## config.mk

```make
export PLATFORM = sky130hd
export DESIGN_NAME = calculator_token_lexer
export DESIGN_NICKNAME = d
export VERILOG_FILES = /design/src/rtl/ctlex_pkg.sv /design/src/rtl/ctlex_ctrl.sv /design/src/rtl/ctlex_datapath.sv /design/src/rtl/calculator_token_lexer.sv
export SDC_FILE = /design/constraint.sdc
export NUM_CORES = 1
export LEC_CHECK = 0
export BUFFER_PORTS_ARGS = -buffer_cell sky130_fd_sc_hd__buf_2
export CAP_MARGIN = 10
export CORE_ASPECT_RATIO = 0.5
export CORE_MARGIN = 8
export CORE_UTILIZATION = 35
export CTS_CLUSTER_DIAMETER = 40
export DETAILED_ROUTE_END_ITERATION = 8
export PLACE_DENSITY_LB_ADDON = 0.08
export REMOVE_ABC_BUFFERS = 1
export SLEW_MARGIN = 15
export SYNTH_ARGS = -nofsm -noshare
export SYNTH_HDL_FRONTEND = slang
export SYNTH_SLANG_ARGS = --single-unit
```

## constraint.sdc

```tcl
create_clock -name aclk -period 5.95 [get_ports aclk]
set_input_delay 0.595 -clock aclk [delete_from_list [all_inputs] [get_ports aclk]]
set_output_delay 0.595 -clock aclk [all_outputs]
set_load 0.05 [all_outputs]
```

## src/rtl/ctlex_pkg.sv

```systemverilog
package ctlex_pkg;

    // controller to datapath
    typedef struct packed {
        logic accept;      // input word taken this cycle
        logic flush_emit;  // load the next character of the open token
        logic tail_run;    // handle the held character after any flush
    } ctlex_cmd_t;

    // datapath to controller
    typedef struct packed {
        logic absorb;      // incoming character extends the open run
        logic has_open;    // a number, identifier or sign is open
        logic flush_last;  // current flush character is the token's last
        logic is_incdec;   // open sign is doubled by the held character
        logic tail_emit;   // held character produces a token
        logic slot_free;   // output register can take a word
    } ctlex_status_t;

endpackage

```

## src/rtl/ctlex_ctrl.sv

```systemverilog
module ctlex_ctrl (
    input  logic                    aclk,
    input  logic                    aresetn,
    input  logic                    s_tvalid,
    output logic                    s_tready,
    input  ctlex_pkg::ctlex_status_t status,
    output ctlex_pkg::ctlex_cmd_t    cmd
);
    import ctlex_pkg::*;

    typedef enum logic [1:0] {
        ST_IDLE,
        ST_FLUSH,
        ST_TAIL
    } state_t;

    state_t state_reg;
    state_t state_next;

    assign s_tready = (state_reg == ST_IDLE);

    always_comb begin
        cmd        = '0;
        state_next = state_reg;
        case (state_reg)
            ST_IDLE: begin
                cmd.accept = s_tvalid;
                if (s_tvalid && !status.absorb) begin
                    state_next = status.has_open ? ST_FLUSH : ST_TAIL;
                end
            end
            ST_FLUSH: begin
                cmd.flush_emit = status.slot_free;
                if (status.slot_free && status.flush_last) begin
                    // a doubled sign consumes the held character
                    state_next = status.is_incdec ? ST_IDLE : ST_TAIL;
                end
            end
            ST_TAIL: begin
                if (!status.tail_emit || status.slot_free) begin
                    cmd.tail_run = 1'b1;
                    state_next   = ST_IDLE;
                end
            end
            default: begin
                state_next = ST_IDLE;
            end
        endcase
    end

    always_ff @(posedge aclk) begin
        if (!aresetn) begin
            state_reg <= ST_IDLE;
        end else begin
            state_reg <= state_next;
        end
    end

endmodule

```

## src/rtl/ctlex_datapath.sv

```systemverilog
module ctlex_datapath #(
    parameter int MAX_LEXEME = 32
) (
    input  logic                    aclk,
    input  logic                    aresetn,
    input  logic [7:0]              s_tdata,
    input  logic [0:0]              s_tuser,
    input  ctlex_pkg::ctlex_cmd_t    cmd,
    output ctlex_pkg::ctlex_status_t status,
    output logic                    m_tvalid,
    input  logic                    m_tready,
    output logic [23:0]             m_tdata,
    output logic [3:0]              m_tuser,
    output logic                    m_tlast
);
    import ctlex_pkg::*;

    localparam int LexCap   = (MAX_LEXEME - 1 < 31) ? MAX_LEXEME - 1 : 31;
    localparam int LexDepth = (LexCap < 2) ? 2 : LexCap;
    localparam int IdxW     = $clog2(LexDepth);

    localparam logic [3:0] K_UNKNOWN = 4'd0;
    localparam logic [3:0] K_END     = 4'd1;
    localparam logic [3:0] K_EOF     = 4'd2;
    localparam logic [3:0] K_INT     = 4'd3;
    localparam logic [3:0] K_ID      = 4'd4;
    localparam logic [3:0] K_ADDSUB  = 4'd5;
    localparam logic [3:0] K_INCDEC  = 4'd6;
    localparam logic [3:0] K_MULDIV  = 4'd7;
    localparam logic [3:0] K_ASSIGN  = 4'd8;
    localparam logic [3:0] K_LPAREN  = 4'd9;
    localparam logic [3:0] K_RPAREN  = 4'd10;
    localparam logic [3:0] K_AND     = 4'd11;
    localparam logic [3:0] K_OR      = 4'd12;
    localparam logic [3:0] K_XOR     = 4'd13;

    localparam logic [7:0] CH_SPACE  = 8'h20;
    localparam logic [7:0] CH_TAB    = 8'h09;
    localparam logic [7:0] CH_NL     = 8'h0A;
    localparam logic [7:0] CH_UNDER  = 8'h5F;
    localparam logic [7:0] CH_PLUS   = 8'h2B;
    localparam logic [7:0] CH_MINUS  = 8'h2D;
    localparam logic [7:0] CH_STAR   = 8'h2A;
    localparam logic [7:0] CH_SLASH  = 8'h2F;
    localparam logic [7:0] CH_EQ     = 8'h3D;
    localparam logic [7:0] CH_LPAR   = 8'h28;
    localparam logic [7:0] CH_RPAR   = 8'h29;
    localparam logic [7:0] CH_AMP    = 8'h26;
    localparam logic [7:0] CH_PIPE   = 8'h7C;
    localparam logic [7:0] CH_CARET  = 8'h5E;

    typedef enum logic [1:0] {
        MODE_IDLE,
        MODE_NUM,
        MODE_NAME,
        MODE_SIGN
    } mode_t;

    function automatic logic is_digit(input logic [7:0] c);
        return c inside {[8'h30:8'h39]};
    endfunction

    function automatic logic is_letter(input logic [7:0] c);
        return c inside {[8'h41:8'h5A], [8'h61:8'h7A]};
    endfunction

    mode_t      mode_reg;
    logic [4:0] count_reg;
    logic [7:0] store_reg [LexDepth];
    logic [7:0] sign_reg;
    logic [7:0] char_reg;
    logic       eof_reg;
    logic [4:0] flush_idx_reg;

    logic       out_valid_reg;
    logic [3:0] out_kind_reg;
    logic [7:0] out_char_reg;
    logic [4:0] out_pos_reg;
    logic [4:0] out_len_reg;
    logic       out_last_reg;

    logic       in_eof;
    logic       fits;
    logic [4:0] flush_len;
    logic [3:0] flush_kind;
    logic [7:0] flush_char;

    logic       tail_emit;
    logic       tail_text;
    logic [3:0] tail_kind;
    logic       tail_start;
    mode_t      tail_mode;

    logic       load_flush;
    logic       load_tail;

    assign in_eof = s_tuser[0];

    always_comb begin
        if (mode_reg == MODE_NUM) begin
            fits = is_digit(s_tdata);
        end else begin
            fits = is_digit(s_tdata) || is_letter(s_tdata) || (s_tdata == CH_UNDER);
        end
    end

    assign status.absorb = ((mode_reg == MODE_NUM) || (mode_reg == MODE_NAME))
                         && !in_eof && fits && (count_reg < 5'(LexCap));
    assign status.has_open  = (mode_reg != MODE_IDLE);
    assign status.is_incdec = (mode_reg == MODE_SIGN) && !eof_reg && (char_reg == sign_reg);

    always_comb begin
        flush_len  = count_reg;
        flush_kind = K_UNKNOWN;
        flush_char = store_reg[flush_idx_reg[IdxW-1:0]];
        case (mode_reg)
            MODE_NUM:  flush_kind = K_INT;
            MODE_NAME: flush_kind = K_ID;
            MODE_SIGN: begin
                flush_kind = status.is_incdec ? K_INCDEC : K_ADDSUB;
                flush_len  = status.is_incdec ? 5'd2 : 5'd1;
                flush_char = sign_reg;
            end
            default: flush_kind = K_UNKNOWN;
        endcase
    end

    assign status.flush_last = (flush_idx_reg == flush_len - 5'd1);

    // what the held character does once any open token is gone
    always_comb begin
        tail_emit  = 1'b0;
        tail_text  = 1'b0;
        tail_kind  = K_UNKNOWN;
        tail_start = 1'b0;
        tail_mode  = MODE_IDLE;
        if (eof_reg) begin
            tail_emit = 1'b1;
            tail_kind = K_EOF;
        end else if (char_reg == CH_SPACE || char_reg == CH_TAB) begin
            tail_emit = 1'b0;
        end else if (is_digit(char_reg)) begin
            tail_start = 1'b1;
            tail_mode  = MODE_NUM;
        end else if (is_letter(char_reg) || char_reg == CH_UNDER) begin
            tail_start = 1'b1;
            tail_mode  = MODE_NAME;
        end else if (char_reg == CH_PLUS || char_reg == CH_MINUS) begin
            tail_mode = MODE_SIGN;
        end else begin
            tail_emit = 1'b1;
            tail_text = 1'b1;
            case (char_reg)
                CH_STAR, CH_SLASH: tail_kind = K_MULDIV;
                CH_EQ:             tail_kind = K_ASSIGN;
                CH_LPAR:           tail_kind = K_LPAREN;
                CH_RPAR:           tail_kind = K_RPAREN;
                CH_AMP:            tail_kind = K_AND;
                CH_PIPE:           tail_kind = K_OR;
                CH_CARET:          tail_kind = K_XOR;
                CH_NL: begin
                    tail_kind = K_END;
                    tail_text = 1'b0;
                end
                default: begin
                    tail_kind = K_UNKNOWN;
                    tail_text = 1'b0;
                end
            endcase
        end
    end

    assign status.tail_emit = tail_emit;
    assign status.slot_free = !out_valid_reg || m_tready;

    assign load_flush = cmd.flush_emit;
    assign load_tail  = cmd.tail_run && tail_emit;

    always_ff @(posedge aclk) begin
        if (!aresetn) begin
            mode_reg      <= MODE_IDLE;
            count_reg     <= '0;
            flush_idx_reg <= '0;
            out_valid_reg <= 1'b0;
        end else begin
            if (cmd.accept && status.absorb) begin
                count_reg <= count_reg + 5'd1;
            end
            if (cmd.flush_emit) begin
                flush_idx_reg <= status.flush_last ? 5'd0 : flush_idx_reg + 5'd1;
                if (status.flush_last) begin
                    mode_reg <= MODE_IDLE;
                end
            end
            if (cmd.tail_run) begin
                mode_reg <= tail_mode;
                if (tail_start) begin
                    count_reg <= 5'd1;
                end
            end
            if (load_flush || load_tail) begin
                out_valid_reg <= 1'b1;
            end else if (m_tready) begin
                out_valid_reg <= 1'b0;
            end
        end
    end

    always_ff @(posedge aclk) begin
        if (cmd.accept && status.absorb) begin
            store_reg[count_reg[IdxW-1:0]] <= s_tdata;
        end
        if (cmd.tail_run && tail_start) begin
            store_reg[0] <= char_reg;
        end
        if (cmd.tail_run && tail_mode == MODE_SIGN) begin
            sign_reg <= char_reg;
        end
        if (cmd.accept && !status.absorb) begin
            char_reg <= s_tdata;
            eof_reg  <= in_eof;
        end
        if (load_flush) begin
            out_kind_reg <= flush_kind;
            out_char_reg <= flush_char;
            out_pos_reg  <= flush_idx_reg;
            out_len_reg  <= flush_len;
            out_last_reg <= status.flush_last;
        end else if (load_tail) begin
            out_kind_reg <= tail_kind;
            out_char_reg <= tail_text ? char_reg : 8'd0;
            out_pos_reg  <= 5'd0;
            out_len_reg  <= tail_text ? 5'd1 : 5'd0;
            out_last_reg <= 1'b1;
        end
    end

    assign m_tvalid = out_valid_reg;
    assign m_tdata  = {6'd0, out_len_reg, out_pos_reg, out_char_reg};
    assign m_tuser  = out_kind_reg;
    assign m_tlast  = out_last_reg;

endmodule

```

## src/rtl/calculator_token_lexer.sv

```systemverilog
// channel  direction  ports                          word
// s_       in         tvalid tready tdata tuser      one character or end-of-file mark
// m_       out        tvalid tready tdata tuser tlast one lexeme character of a token
//
// a character that extends a number or identifier is taken in the idle state, which it never leaves
// a character with nothing open is handled in the tail state, which waits for a free output slot if it emits
// a character that closes a token first goes through the flush state, one emitted word per
// lexeme character, then the tail state handles the closing character, except a doubled sign
// the output register holds one word; stalls on m_ stop the flush and s_tready stays low
// reset clears the scan mode and lexeme count; the lexeme store needs no clearing
module calculator_token_lexer #(
    parameter int MAX_LEXEME = 32
) (
    input  logic        aclk,
    input  logic        aresetn,
    input  logic        s_tvalid,
    output logic        s_tready,
    input  logic [7:0]  s_tdata,   // char_in
    input  logic [0:0]  s_tuser,   // end_of_input
    output logic        m_tvalid,
    input  logic        m_tready,
    output logic [23:0] m_tdata,   // lexeme_char, char_position, lexeme_length
    output logic [3:0]  m_tuser,   // token_kind
    output logic        m_tlast
);
    import ctlex_pkg::*;

    ctlex_cmd_t    cmd;
    ctlex_status_t status;

    ctlex_ctrl u_ctrl (
        .aclk     (aclk),
        .aresetn  (aresetn),
        .s_tvalid (s_tvalid),
        .s_tready (s_tready),
        .status   (status),
        .cmd      (cmd)
    );

    ctlex_datapath #(
        .MAX_LEXEME (MAX_LEXEME)
    ) u_datapath (
        .aclk     (aclk),
        .aresetn  (aresetn),
        .s_tdata  (s_tdata),
        .s_tuser  (s_tuser),
        .cmd      (cmd),
        .status   (status),
        .m_tvalid (m_tvalid),
        .m_tready (m_tready),
        .m_tdata  (m_tdata),
        .m_tuser  (m_tuser),
        .m_tlast  (m_tlast)
    );

endmodule
```

==> impl_metrics.yaml <==
status:
  outcome: "complete, no violations"
power_and_ir_drop:
  ir_drop_mv: 0.151
  power_density_nw_per_um2: 323
  finalPower_uw: 4820
  p_leak_uw: 0.00469
yosys:
  synth-compound-area-share_pct: 5.40
  synth.area.mux_share_pct: 13.5
  yosys.area_share.adder_pct: 0.671
  synth-main-ff-cell: "edfxtp_1"
  synth_seq_cells: 308
  synth_edf_count: 288
  ys_warn_count: 0
  synth_top_family_by_area: "multiplexers"
  synthSimpleGateAreaFrac_pct: 7.03
  async_reset_ff_share_pct: 0
  synthesis.area_um2: 13100
  synth_cells: 765
  yosysSeqAreaShare_pct: 69.3
  synthXorXnorAreaFrac_pct: 1.42
  syn_avg_cell_area_um2: 17.1
  synthDistinctLibCells: 68
route:
  post_drt_wl_per_cell_um: 25.0
  vias: 7089
  first_iter_violations: 544
  ant_nets: 0
  drtPass1Iterations: 7
  remaining_drc_errors: 0
  finalWirelength_um: 33200
  via_per_inst: 5.33
floorplan:
  row_count: 50
  die-width_um: 289
  ioPinCount: 44
  coreArea_um2: 37100
  fp.dieH_um: 153
  initial_utilization_pct: 35.2
  dieArea_um2: 44100
placed_design:
  portBuffers: 37
  gp_congestion: 0.763
  place_ws_ns: 2.14
  dp_hpwl_um: 21100
  dpl_cell_area_um2: 13700
global_route:
  globalRouteOverflowTotal: 0
  grt_pass1_wl_um: 48800
  track_usage_pct: 15.0
  grt_max_degree: 42
  antenna_found_initial: 1
  grt_pass1_vias: 7024
cells_and_area:
  num-nets-final: 830
  drive_gt1_share_pct: 23.0
  largest_reg_flops: 248
  final_area_um2: 14900
  diodes: 0
  areaGrowthSynthToFinish_pct: 14.4
sta:
  period_needed_ns: 3.80
  drv_slew: 0
  worst_pin_slew_ns: 1.04
  finClkSkew_ns: 0.0177
  hold_viol: 0
  finalSetupViolations: 0
  fin_setup_tns_ns: 0
  setup_slack_ns: 2.15
  timing.fmax_ghz: 0.263
  fin_crit_sh_pct: 63.8
  slew_headroom_pct: 30.6
  grt_setup_unrepaired: "false"
critical_path:
  critPathRequiredTime_ns: 6.42
  slowest_stage: "ha_1"
  crit_type: "reg -> reg"
  r2r_slack_ns: 2.15
  cpPeakStageDelay_ns: 0.59
  cp.arrival_ns: 4.27
  startpoint_type: "register"
  path_cells: "ha_1, inv_1, nor3_1, and3_1, a21oi_1, ha_1, nand4bb_1, a21oi_1, o21ai_0, nand4b_2, o31ai_1, o211a_1"
  worstPathMaxFanout: 15
  crit_path_end_kind: "register"
cts:
  cts-resized-gates: 0
  clk_latency_ns: 0.53
  postCtsHoldBufs: 0
  cts_tree: "done"
  ctsHtreeMaxLevel: 2
  cts_buffers: 37
  postCtsSetupRepairBufs: 0
  cts-root-buf: "clkbuf_16"
  cts.sinks: 308
  clk_path_buf_depth: 3
  path_clk_slew_ns: 0.05
worst_hold_path:
  hold_path_class: "in -> reg"
job:
  cap_violations: 0
cells in the final DEF, fill, tap and decap left out, types with 4 or more instances in the layout:
cell	instances
nand4_1	5
clkbuf_1	5
nor3_1	16
nand3_1	4
nor2b_1	9
buf_2	37
conb_1	6
edfxtp_1	288
mux2_2	4
nor3b_1	5
o22ai_1	4
a31o_2	4
inv_6	5
mux4_1	13
o31ai_1	9
mux2i_1	20
buf_4	16
o211ai_1	5
and3_1	11
a32oi_1	4
inv_1	7
a21boi_0	5
xor2_1	11
o21ai_0	17
clkinv_2	5
nand2b_1	6
clkbuf_16	39
a21oi_1	18
nor2_1	48
ha_1	7
nand2_1	47
nor4_1	4
dfxtp_1	17
mux4_2	52
xnor2_1	7
cell usage after synthesis, types with 3 or more instances:
cell type | instances | area share (%)
nor2_1 | 49 | 1.4
clkbuf_1 | 13 | 0.37
mux4_1 | 13 | 2.6
nand3_1 | 4 | 0.15
or3_1 | 3 | 0.14
and3_1 | 11 | 0.53
nand4_1 | 5 | 0.24
o21ai_1 | 5 | 0.19
dfxtp_1 | 20 | 3.1
nand3b_1 | 3 | 0.17
nor2b_1 | 9 | 0.43
o31ai_1 | 9 | 0.52
xnor2_1 | 7 | 0.47
inv_1 | 7 | 0.20
mux2_2 | 4 | 0.35
o21ai_0 | 18 | 0.69
a22oi_1 | 3 | 0.17
mux4_2 | 52 | 9.0
o211ai_1 | 5 | 0.29
a31oi_1 | 3 | 0.14
o22ai_1 | 4 | 0.19
xor2_1 | 11 | 0.74
buf_1 | 5 | 0.14
buf_4 | 17 | 0.98
a211oi_1 | 3 | 0.17
a32oi_1 | 4 | 0.27
nor4_1 | 7 | 0.34
a31o_2 | 4 | 0.27
buf_6 | 4 | 0.35
buf_2 | 12 | 0.46
edfxtp_1 | 288 | 66
nand2b_1 | 6 | 0.29
mux2i_1 | 20 | 1.5
ha_1 | 7 | 0.67
nand2_1 | 47 | 1.4
nor3_1 | 17 | 0.65
a21oi_1 | 18 | 0.69
nor3b_1 | 5 | 0.29
a21boi_0 | 5 | 0.29
o2111ai_1 | 3 | 0.20
where the power goes:
group          internal (uW)  switching (uW)
clock network           1340             917
registers               2390            20.2
logic                   36.7             120
total                   3760            1060
critical path: cells and delay by family (launching register included):
kind                       cells  cell delay, ns
adders and majority gates      2            0.88
buffers and inverters          1            0.41
and+or+nand+nor                4            0.99
DFF                            1            0.41
AOI/OAI and AO/OA              5            1.04
through the flow:
step           util (%)  hold slack, ns  std cells
2_1_floorplan         -           0.469        718
3_3_place_gp       37.0           0.520       1265
3_5_place_dp       37.0           0.521       1265
4_1_cts            40.2           0.259       1329
5_1_grt            40.2           0.264       1329
6_report           40.2           0.274       1329
area by class of cell:
cell class              instances  area, um2
clock buffers                  44        995
clock inverters                20        206
fillers                      3370      22200
inverters                       7       26.3
multi-input cells             403       3720
flip-flops and latches        308       9050
well taps                     494        618
repair buffers                 53        305
metal layers:
metal | part of all wire (%) | wire length (um) | vias up | global-route usage, %
li1 | - | - | 3152 | -
met1 | 50 | 16700 | 3668 | 23.5
met2 | 42 | 13800 | 223 | 20.9
met3 | 6.5 | 2160 | 46 | 3.36
met4 | 1.7 | 555 | 0 | 3.44
met5 | 0 | 0 | - | 0
final timing paths:
check	startpoint	to	cells after the start
worst max-delay path	u_datapath.mode_reg[1]	u_ctrl.state_reg[1]	12
worst min-delay path	s_tuser	u_datapath.eof_reg	1
worst max register to register	u_datapath.mode_reg[1]	u_ctrl.state_reg[1]	12
worst min register to register	u_datapath.mode_reg[0]	u_datapath.mode_reg[0]	2
kinds of logic after synthesis:
family                     count (synthesis)
xor gates and xnor gates                  19
DFF                                      308
muxes                                     89
buffers and inverters                     59
other                                      1
AOI/OAI and AO/OA                        102
and+or+nand+nor                          180
adders and majority gates                  7
(Power assumes the default switching activity.)
